<file path="src/rtl/core/otm_pkg.sv">
// shared types for the operator token matcher
package otm_pkg;

  typedef enum logic [5:0] {
    TK_INVALID,
    TK_INC,
    TK_ADD_ASSIGN,
    TK_PLUS,
    TK_ARROW,
    TK_DEC,
    TK_SUB_ASSIGN,
    TK_MINUS,
    TK_MUL_ASSIGN,
    TK_POW_ASSIGN,
    TK_POW,
    TK_STAR,
    TK_DIV_ASSIGN,
    TK_FLOOR_DIV,
    TK_SLASH,
    TK_MOD_ASSIGN,
    TK_PERCENT,
    TK_LOG_AND,
    TK_AND_ASSIGN,
    TK_AMP,
    TK_LOG_OR,
    TK_OR_ASSIGN,
    TK_PIPE,
    TK_XOR_ASSIGN,
    TK_CARET,
    TK_TILDE,
    TK_EQ,
    TK_ASSIGN,
    TK_NE,
    TK_BANG,
    TK_SHL_ASSIGN,
    TK_SHL,
    TK_LE,
    TK_LT,
    TK_SHR_ASSIGN,
    TK_SHR,
    TK_GE,
    TK_GT,
    TK_SCOPE,
    TK_COLON,
    TK_COALESCE,
    TK_QUESTION,
    TK_ELLIPSIS,
    TK_DOT,
    TK_LPAREN,
    TK_RPAREN,
    TK_LBRACE,
    TK_RBRACE,
    TK_LBRACKET,
    TK_RBRACKET,
    TK_SEMI,
    TK_COMMA,
    TK_AT,
    TK_HASH,
    TK_DOLLAR
  } kind_t;

  localparam int unsigned LINE_W  = 24;
  localparam int unsigned COL_W   = 16;
  localparam int unsigned TOTAL_W = 32;

  typedef struct packed {
    logic [7:0] cur_char;
    logic [7:0] next_char;
    logic [7:0] after_char;
  } window_t;

  typedef struct packed {
    kind_t      kind;
    logic [1:0] len;
  } dec_t;

endpackage

</file>
<file path="src/rtl/core/operator_token_matcher.sv">
// operator token matcher top level: input register, decode, result register
//
// Takes one character window per cycle and returns one token result per
// window, in order. An accepted transfer is held in the input register, decoded
// by a single level of compare logic, and written to the result register
// together with the running operator count. Throughput is one transfer per
// cycle while the output side takes results; when it stalls, the input
// register still fills before s_axis_tready drops. The count starts at zero
// after rst, counts every non-invalid token and wraps at 2^32.
module operator_token_matcher
  import otm_pkg::*;
(
  input  logic        clk,
  input  logic        rst,
  input  logic        s_axis_tvalid,
  output logic        s_axis_tready,
  // cur_char, next_char, after_char, start_line, start_column
  input  logic [63:0] s_axis_tdata,
  output logic        m_axis_tvalid,
  input  logic        m_axis_tready,
  // token_kind, consumed, token_line, token_column, op_total
  output logic [79:0] m_axis_tdata
);

  logic               in_valid;
  window_t            in_win;
  logic [LINE_W-1:0]  in_line;
  logic [COL_W-1:0]   in_column;

  logic               out_valid;
  kind_t              out_kind;
  logic [1:0]         out_len;
  logic [LINE_W-1:0]  out_line;
  logic [COL_W-1:0]   out_column;
  logic [TOTAL_W-1:0] tally;
  logic [TOTAL_W-1:0] tally_next;

  dec_t dec;
  logic out_free;
  logic load_out;
  logic take_in;

  assign out_free      = !out_valid || m_axis_tready;
  assign load_out      = in_valid && out_free;
  assign s_axis_tready = !in_valid || out_free;
  assign take_in       = s_axis_tvalid && s_axis_tready;

  otm_decode u_decode (
    .win (in_win),
    .dec (dec)
  );

  assign tally_next = (dec.kind != TK_INVALID) ? tally + TOTAL_W'(1) : tally;

  always_ff @(posedge clk) begin
    if (rst) begin
      in_valid  <= 1'b0;
      out_valid <= 1'b0;
      tally     <= '0;
    end else begin
      if (take_in) begin
        in_valid <= 1'b1;
      end else if (load_out) begin
        in_valid <= 1'b0;
      end
      if (load_out) begin
        out_valid <= 1'b1;
        tally     <= tally_next;
      end else if (m_axis_tready) begin
        out_valid <= 1'b0;
      end
    end
  end

  always_ff @(posedge clk) begin
    if (take_in) begin
      in_win.cur_char   <= s_axis_tdata[7:0];
      in_win.next_char  <= s_axis_tdata[15:8];
      in_win.after_char <= s_axis_tdata[23:16];
      in_line           <= s_axis_tdata[47:24];
      in_column         <= s_axis_tdata[63:48];
    end
    if (load_out) begin
      out_kind   <= dec.kind;
      out_len    <= dec.len;
      out_line   <= in_line;
      out_column <= in_column;
    end
  end

  assign m_axis_tvalid = out_valid;
  assign m_axis_tdata  = {tally, out_column, out_line, out_len, out_kind};

  a_tally_moves_on_load: assert property (@(posedge clk) disable iff (rst)
    (!$past(rst) && tally != $past(tally)) |-> $past(load_out))
    else $error("operator count changed without a result load");

  a_invalid_len_one: assert property (@(posedge clk) disable iff (rst)
    (out_valid && out_kind == TK_INVALID) |-> out_len == 2'd1)
    else $error("invalid token with length other than one");

  a_len_three_kinds: assert property (@(posedge clk) disable iff (rst)
    (out_valid && out_len == 2'd3) |->
      (out_kind == TK_ARROW || out_kind == TK_POW_ASSIGN ||
       out_kind == TK_SHL_ASSIGN || out_kind == TK_SHR_ASSIGN ||
       out_kind == TK_ELLIPSIS))
    else $error("three character length on a short token kind");

  a_len_nonzero: assert property (@(posedge clk) disable iff (rst)
    out_valid |-> out_len != 2'd0)
    else $error("result with zero length");

endmodule

</file>
<file path="src/rtl/core/otm_decode.sv">
// longest-match decode of one character window into token kind and length
module otm_decode
  import otm_pkg::*;
(
  input  window_t win,
  output dec_t    dec
);

  localparam logic [7:0] CH_PLUS    = "+";
  localparam logic [7:0] CH_MINUS   = "-";
  localparam logic [7:0] CH_STAR    = "*";
  localparam logic [7:0] CH_SLASH   = "/";
  localparam logic [7:0] CH_PERCENT = "%";
  localparam logic [7:0] CH_AMP     = "&";
  localparam logic [7:0] CH_PIPE    = "|";
  localparam logic [7:0] CH_CARET   = "^";
  localparam logic [7:0] CH_TILDE   = "~";
  localparam logic [7:0] CH_EQUAL   = "=";
  localparam logic [7:0] CH_BANG    = "!";
  localparam logic [7:0] CH_LESS    = "<";
  localparam logic [7:0] CH_GREATER = ">";
  localparam logic [7:0] CH_COLON   = ":";
  localparam logic [7:0] CH_QUEST   = "?";
  localparam logic [7:0] CH_DOT     = ".";
  localparam logic [7:0] CH_LPAREN  = "(";
  localparam logic [7:0] CH_RPAREN  = ")";
  localparam logic [7:0] CH_LBRACE  = "{";
  localparam logic [7:0] CH_RBRACE  = "}";
  localparam logic [7:0] CH_LBRACK  = "[";
  localparam logic [7:0] CH_RBRACK  = "]";
  localparam logic [7:0] CH_SEMI    = ";";
  localparam logic [7:0] CH_COMMA   = ",";
  localparam logic [7:0] CH_AT      = "@";
  localparam logic [7:0] CH_HASH    = "#";
  localparam logic [7:0] CH_DOLLAR  = "$";
  localparam logic [7:0] CH_ZERO    = "0";
  localparam logic [7:0] CH_NINE    = "9";

  logic [7:0] c;
  logic [7:0] n;
  logic [7:0] a;

  assign c = win.cur_char;
  assign n = win.next_char;
  assign a = win.after_char;

  always_comb begin
    dec.kind = TK_INVALID;
    dec.len  = 2'd1;
    case (c)
      CH_PLUS: begin
        if (n == CH_PLUS) begin
          dec.kind = TK_INC; dec.len = 2'd2;
        end else if (n == CH_EQUAL) begin
          dec.kind = TK_ADD_ASSIGN; dec.len = 2'd2;
        end else begin
          dec.kind = TK_PLUS;
        end
      end
      CH_MINUS: begin
        if (n == CH_GREATER) begin
          dec.kind = TK_ARROW; dec.len = 2'd2;
        end else if (n == CH_MINUS && a == CH_GREATER) begin
          dec.kind = TK_ARROW; dec.len = 2'd3;
        end else if (n == CH_MINUS) begin
          dec.kind = TK_DEC; dec.len = 2'd2;
        end else if (n == CH_EQUAL) begin
          dec.kind = TK_SUB_ASSIGN; dec.len = 2'd2;
        end else begin
          dec.kind = TK_MINUS;
        end
      end
      CH_STAR: begin
        if (n == CH_EQUAL) begin
          dec.kind = TK_MUL_ASSIGN; dec.len = 2'd2;
        end else if (n == CH_STAR && a == CH_EQUAL) begin
          dec.kind = TK_POW_ASSIGN; dec.len = 2'd3;
        end else if (n == CH_STAR) begin
          dec.kind = TK_POW; dec.len = 2'd2;
        end else begin
          dec.kind = TK_STAR;
        end
      end
      CH_SLASH: begin
        if (n == CH_EQUAL) begin
          dec.kind = TK_DIV_ASSIGN; dec.len = 2'd2;
        end else if (n == CH_SLASH) begin
          dec.kind = TK_FLOOR_DIV; dec.len = 2'd2;
        end else begin
          dec.kind = TK_SLASH;
        end
      end
      CH_PERCENT: begin
        if (n == CH_EQUAL) begin
          dec.kind = TK_MOD_ASSIGN; dec.len = 2'd2;
        end else begin
          dec.kind = TK_PERCENT;
        end
      end
      CH_AMP: begin
        if (n == CH_AMP) begin
          dec.kind = TK_LOG_AND; dec.len = 2'd2;
        end else if (n == CH_EQUAL) begin
          dec.kind = TK_AND_ASSIGN; dec.len = 2'd2;
        end else begin
          dec.kind = TK_AMP;
        end
      end
      CH_PIPE: begin
        if (n == CH_PIPE) begin
          dec.kind = TK_LOG_OR; dec.len = 2'd2;
        end else if (n == CH_EQUAL) begin
          dec.kind = TK_OR_ASSIGN; dec.len = 2'd2;
        end else begin
          dec.kind = TK_PIPE;
        end
      end
      CH_CARET: begin
        if (n == CH_EQUAL) begin
          dec.kind = TK_XOR_ASSIGN; dec.len = 2'd2;
        end else begin
          dec.kind = TK_CARET;
        end
      end
      CH_TILDE: dec.kind = TK_TILDE;
      CH_EQUAL: begin
        if (n == CH_EQUAL) begin
          dec.kind = TK_EQ; dec.len = 2'd2;
        end else if (n == CH_GREATER) begin
          dec.kind = TK_ARROW; dec.len = 2'd2;
        end else begin
          dec.kind = TK_ASSIGN;
        end
      end
      CH_BANG: begin
        if (n == CH_EQUAL) begin
          dec.kind = TK_NE; dec.len = 2'd2;
        end else begin
          dec.kind = TK_BANG;
        end
      end
      CH_LESS: begin
        if (n == CH_LESS && a == CH_EQUAL) begin
          dec.kind = TK_SHL_ASSIGN; dec.len = 2'd3;
        end else if (n == CH_LESS) begin
          dec.kind = TK_SHL; dec.len = 2'd2;
        end else if (n == CH_EQUAL) begin
          dec.kind = TK_LE; dec.len = 2'd2;
        end else begin
          dec.kind = TK_LT;
        end
      end
      CH_GREATER: begin
        if (n == CH_GREATER && a == CH_EQUAL) begin
          dec.kind = TK_SHR_ASSIGN; dec.len = 2'd3;
        end else if (n == CH_GREATER) begin
          dec.kind = TK_SHR; dec.len = 2'd2;
        end else if (n == CH_EQUAL) begin
          dec.kind = TK_GE; dec.len = 2'd2;
        end else begin
          dec.kind = TK_GT;
        end
      end
      CH_COLON: begin
        if (n == CH_COLON) begin
          dec.kind = TK_SCOPE; dec.len = 2'd2;
        end else begin
          dec.kind = TK_COLON;
        end
      end
      CH_QUEST: begin
        if (n == CH_QUEST) begin
          dec.kind = TK_COALESCE; dec.len = 2'd2;
        end else begin
          dec.kind = TK_QUESTION;
        end
      end
      CH_DOT: begin
        if (n == CH_DOT && a == CH_DOT) begin
          dec.kind = TK_ELLIPSIS; dec.len = 2'd3;
        end else if (n inside {[CH_ZERO:CH_NINE]}) begin
          // dot before a digit starts a number, not a token here
          dec.kind = TK_INVALID;
        end else begin
          dec.kind = TK_DOT;
        end
      end
      CH_LPAREN: dec.kind = TK_LPAREN;
      CH_RPAREN: dec.kind = TK_RPAREN;
      CH_LBRACE: dec.kind = TK_LBRACE;
      CH_RBRACE: dec.kind = TK_RBRACE;
      CH_LBRACK: dec.kind = TK_LBRACKET;
      CH_RBRACK: dec.kind = TK_RBRACKET;
      CH_SEMI:   dec.kind = TK_SEMI;
      CH_COMMA:  dec.kind = TK_COMMA;
      CH_AT:     dec.kind = TK_AT;
      CH_HASH:   dec.kind = TK_HASH;
      CH_DOLLAR: dec.kind = TK_DOLLAR;
      default: begin
        dec.kind = TK_INVALID;
        dec.len  = 2'd1;
      end
    endcase
  end

endmodule
</file>
<file path="config.mk">
export PLATFORM = sky130hd
export DESIGN_NAME = operator_token_matcher
export DESIGN_NICKNAME = d
export VERILOG_FILES = /design/src/rtl/core/otm_pkg.sv /design/src/rtl/core/operator_token_matcher.sv /design/src/rtl/core/otm_decode.sv
export SDC_FILE = /design/constraint.sdc
export NUM_CORES = 1
export LEC_CHECK = 0
export ABC_CLOCK_PERIOD_IN_PS = 7100
export BUFFER_PORTS_ARGS = -buffer_cell sky130_fd_sc_hd__buf_2
export CAP_MARGIN = 20
export CORE_AREA = 3 3 159 115
export CTS_CLUSTER_DIAMETER = 60
export DETAILED_ROUTE_END_ITERATION = 12
export DIE_AREA = 0 0 162 118
export GPL_ROUTABILITY_DRIVEN = 0
export HOLD_SLACK_MARGIN = 0.05
export PLACE_DENSITY = 0.64
export SYNTH_ARGS = -nofsm -noshare
export SYNTH_HDL_FRONTEND = slang
export SYNTH_SLANG_ARGS = --single-unit
</file>
<file path="constraint.sdc">
create_clock -name clk -period 7.1 [get_ports clk]
set_input_delay 0.355 -clock clk [delete_from_list [all_inputs] [get_ports clk]]
set_output_delay 0.355 -clock clk [all_outputs]
set_load 0.02 [all_outputs]
</file>
# Word-level counts from Yosys, hierarchy flattened
# Index checks and enable logic that the tools add are counted.
[classes]
addsub = 1
magnitude_cmp = 2
n_eq_ne = 42
muxes = 43
n_reduce_logical = 17
[op_table]
columns = ["operator", "n"]
rows = [
  ["$eq 8x6->1 const B", 33],
  ["$pmux 6 s27", 1],
  ["$eq 8x7->1 const B", 9],
  ["$mux 8", 6],
  ["$add 32x1->32 const B", 1],
  ["$mux 4", 7],
  ["$pmux 2 s13", 1],
  ["$mux 2", 9],
  ["$mux 5", 3],
  ["$mux 1", 13],
  ["$mux 6", 2],
  ["$ge 8x6->1 const B", 1],
  ["$le 8x6->1 const B", 1],
  ["$logic_and 1x1->1", 8],
  ["$mux 7", 1],
  ["$reduce_bool 6->1", 1],
  ["$reduce_bool 2->1", 2],
  ["$reduce_or 3->1", 1],
  ["$logic_not 1->1", 2],
  ["$logic_or 1x1->1", 2],
  ["$reduce_and 2->1", 1],
]
[word_totals]
register_bits = 146
inputBits = 68
word_cells = 117

# Logic depth before layout (Yosys ltp)
[logic_depth]
word_depth = 8
ltp_mapped = 11
ltp_nobuf = 8

# By module
# Synthesis repeated with hierarchy kept, for this count alone.
[hier_totals]
cells_unflattened = 516
hier_area_um2 = 6299.8
[by_module_without_submodules]
columns = ["mod", "instances", "cells_per_inst", "area_per_inst_um2", "seq_area_each_um2"]
rows = [
  ["operator_token_matcher", 1, 303, 4946.0, 4043.9],
  ["otm_decode", 1, 213, 1353.8, 0.0],
]

# Worst setup path after synthesis
# No wires, ideal clock.
[synth_timing]
kind = "reg2reg"
startpoint = "register out_valid (netlist: m_axis_tvalid)"
endpoint = "register tally[18]"
arrival_ns = 3.227
required_time_ns = 6.977
slack_ns = 3.750
stages_incl_launch_ff = 8
path_buffers = 2
synth_period_minus_slack_ns = 3.350
path_cell_list = "dfxtp_1 nor2b_1 nor2b_1 clkbuf_1 clkbuf_1 nand3_1 a21oi_1 mux2_1"
[synth_between]
elab_chain_cells = 4
[synth_lines]
columns = ["element", "line_no", "text"]
rows = [
  ["start: declaration", "operator_token_matcher.sv:30", "logic out_valid;"],
  ["start signal: assignment", "operator_token_matcher.sv:58", "out_valid <= 1'b0;"],
  ["start signal: assignment", "operator_token_matcher.sv:67", "out_valid <= 1'b1;"],
  ["start signal: assignment", "operator_token_matcher.sv:70", "out_valid <= 1'b0;"],
  ["$logic_not 1->1", "operator_token_matcher.sv:43", "assign out_free = !out_valid || m_axis_tready;"],
  ["$logic_or 1x1->1", "operator_token_matcher.sv:43", ""],
  ["$logic_and 1x1->1", "operator_token_matcher.sv:44", "assign load_out = in_valid && out_free;"],
  ["named net load_out", "operator_token_matcher.sv:40", "logic load_out;"],
  ["$reduce_and 2->1 (no source line)", "n/a", ""],
  ["end signal: assignment", "operator_token_matcher.sv:68", "tally <= tally_next;"],
  ["end: declaration", "operator_token_matcher.sv:35", "logic [TOTAL_W-1:0] tally;"],
]
# The timed path passes the listed nets, and every way through them passes these cells.
# A chain may end at the register's enable or synchronous reset.

# Worst setup path after layout
[layout_timing]
startpoint = "register in_win[19] (netlist name)"
endpoint = "register tally[0]"
[layout_between]
elab_chain_cells = 4
word_cells_on_any_way = 30
[layout_lines]
columns = ["element", "line_no", "text"]
rows = [
  ["start: declaration", "operator_token_matcher.sv:26", "window_t in_win;"],
  ["$eq 8x6->1 or $eq 8x7->1 (tied branches)", "otm_decode.sv:50", "case (c)"],
  ["$pmux 6 s27 *", "otm_decode.sv:50", ""],
  ["$reduce_bool 6->1 *", "operator_token_matcher.sv:53", "assign tally_next = (dec.kind != TK_INVALID) ? tally + TOTAL_W'(1) : tally;"],
  ["$reduce_and 2->1 (no source line) *", "n/a", ""],
]
# Mark *: on every way between the ends. The rest lies on a longest branch, timed or not.

==> results.json <==
{
  "die_x_um": 162,
  "nNetsFinal": 775,
  "root_buffer": "clkbuf_16",
  "yosysSeqAreaShare": 0.605,
  "synthCells": 570,
  "final_area_um2": 8170,
  "cts_tree": "built",
  "ys_ff_latch": 146,
  "postCtsHoldBufs": 0,
  "cap_violations": 0,
  "synth_area_leaders": "edfxtp_1, dfxtp_1, mux2_1",
  "finalSetupViolCount": 0,
  "grt_overflow": 0,
  "crit_path_end_kind": "flip-flop",
  "yosysMostFrequentCell": "edfxtp_1",
  "antenna_found_initial": 0,
  "htreeDepth": 4,
  "finalCritPeriodShare": 0.539,
  "arrival_ns": 4.13,
  "max_freq_mhz": 261,
  "finalMaxSlewViolations": 0,
  "clock_skew_ns": 0.00922,
  "fin_util": 0.483,
  "critPathLaunch": "in_win[19]",
  "syn_area_um2": 6680,
  "fin_setup_tns_ns": 0,
  "status": "complete, no violations",
  "synth-main-ff-cell": "edfxtp_1",
  "via_per_inst": 5.51,
  "cts.repair.resized": 0,
  "dieArea_um2": 19100,
  "synth_commonest_cells": "edfxtp_1, nor2_1, a21oi_1",
  "start_util": 0.395,
  "period_minus_slack_ns": 3.83,
  "hold_class": "primary input to flip-flop",
  "io_buffers": 149,
  "rows": 40,
  "clock_latency_ns": 0.42,
  "drcViolationCount": 0,
  "place_area_um2": 7600,
  "async_flop_share": 0,
  "synth_top_cell_area_share": 0.503,
  "path_clk_slew_ns": 0.07,
  "clockBufferDepth": 2,
  "grtUsageTotal": 0.172,
  "required_ns": 7.40,
  "core_area_um2": 16900,
  "power_density_nw_per_um2": 239,
  "dr.pass1.iters": 5,
  "areaGrowthSynthToFinish_pct": 22.2,
  "cp_max_fo": 31,
  "worst_pin_slew_ns": 1.05,
  "numClockSinks": 146,
  "die_h_um": 118,
  "cts_buffers": 17,
  "path_class": "flip-flop to flip-flop",
  "leakage_nw": 3.17,
  "slew_headroom": 0.290,
  "synth_nets": 639,
  "min_from": "s_axis_tdata[42]",
  "drtIter0Drc": 493,
  "grt_pass1_vias": 4999,
  "yosysWarningCount": 0,
  "rrSetupSlack_ns": 3.27,
  "rsz0062_at_grt": "no",
  "dr_total_vias": 5242,
  "dp_hpwl_mm": 11.2,
  "grt_pass1_wl_mm": 26.2,
  "avgSynthCellArea_um2": 11.7,
  "synth_cell_type_count": 69,
  "antenna_left": 0,
  "grt_max_degree": 67,
  "drive_gt1_frac": 0.280,
  "drt-total-wl_mm": 16.3,
  "wire_per_inst_um": 17.1,
  "crit_path_start_kind": "flip-flop",
  "vdd_drop_max_mv": 0.160,
  "yosysTopAreaCell": "edfxtp_1",
  "r2r-start": "in_win[19]",
  "io_pins": 150,
  "synth-edff-count": 112,
  "cts_setup_buffers": 0,
  "hold_viol": 0
}
## report_power, final
part / switching, mW / internal [mW] / total (mW)
Combinational: 0.0842 / 0.0438 / 0.128
Clock: 0.380 / 0.460 / 0.841
Sequential: 0.0225 / 0.961 / 0.984
## layer usage
| metal | part of all wire | vias up | global-route usage |
|---|---|---|---|
| li1 | - | 2433 | - |
| met1 | 0.42 | 2482 | 0.223 |
| met2 | 0.43 | 293 | 0.250 |
| met3 | 0.13 | 34 | 0.0862 |
| met4 | 0.017 | 0 | 0.0565 |
| met5 | 0 | - | 0 |
## critical path: stages, from the launching register on
cell	delay, ns
edfxtp_1	0.78
nor4bb_1	0.98
nand2_1	0.30
o311a_1	0.41
nand4_1	0.10
a21oi_2	0.06
nor4bb_4	0.17
buf_4	0.24
a21boi_1	0.29
mux2_2	0.36
## state kept, by name, indices dropped and copies added, names as in the netlist
register and count:
tally 32, in_line 24, in_win 24, out_line 24, in_column 16, out_column 16
out_kind 6, out_len 2, in_valid 1, m_axis_tvalid 1
## worst paths after layout
path,end,cells after the start
worst min register to register,out_line[10],0
worst max register to register,tally[0],9
worst max-delay path,tally[0],9
worst min-delay path,in_line[18],1
## per-stage QoR
step | total power [mW] | cells | worst slack, ns | hold WS, ns
floorplan | 1.08 | 570 | 3.75 | 0.400
global placement | 1.12 | 917 | 3.54 | 0.401
detailed placement | 1.13 | 917 | 3.46 | 0.405
CTS | 1.97 | 949 | 3.44 | 0.0901
global route | 2.03 | 950 | 3.20 | 0.0805
finish | 1.95 | 951 | 3.27 | 0.108
## final cells by class
type / instances / area (um2)
Clock buffer: 19 / 433
Clock inverter: 13 / 118
Inverter: 6 / 22.5
Fill cell: 1587 / 8750
Multi-Input combinational cell: 379 / 2450
Timing Repair Buffer: 156 / 811
Tap cell: 231 / 289
Antenna cell: 1 / 2.50
Sequential cell: 146 / 4040
## cells by family after synthesis
| kind of cell | after synthesis | share of synthesized area |
|---|---|---|
| flip-flops | 146 | 0.605 |
| XOR/XNOR | 2 | 0.00262 |
| AND/OR/NAND/NOR | 246 | 0.209 |
| AO/OA/AOI/OAI | 96 | 0.0944 |
| multiplexers | 34 | 0.0567 |
| buffers and inverters | 45 | 0.0307 |
| adder cells (fa/ha/maj) | 1 | 0.00187 |
## placed cells by master (no fill, tap or decap), types with 4 or more instances in the layout
master / synthesis / layout
or3_1: 4 / 4
nor2_1: 54 / 54
mux2_1: 30 / 30
nor4b_1: 5 / 5
nand3_1: 25 / 25
inv_6: 0 / 5
edfxtp_1: 112 / 112
buf_4: 0 / 6
nand2b_1: 6 / 6
o2111ai_1: 4 / 4
and4_1: 4 / 4
nand4bb_1: 5 / 5
a21oi_1: 42 / 42
o21ai_0: 12 / 12
nand4_1: 18 / 18
inv_1: 6 / 6
dfxtp_1: 34 / 34
nand2_1: 34 / 34
buf_2: 11 / 149
nand4b_1: 7 / 7
nor4_1: 5 / 5
clkbuf_16: 0 / 17
and3_1: 13 / 13
and2_1: 5 / 4
nor3_1: 8 / 8
nor2b_1: 36 / 35
No activity file was read; power rests on OpenSTA's default activity.
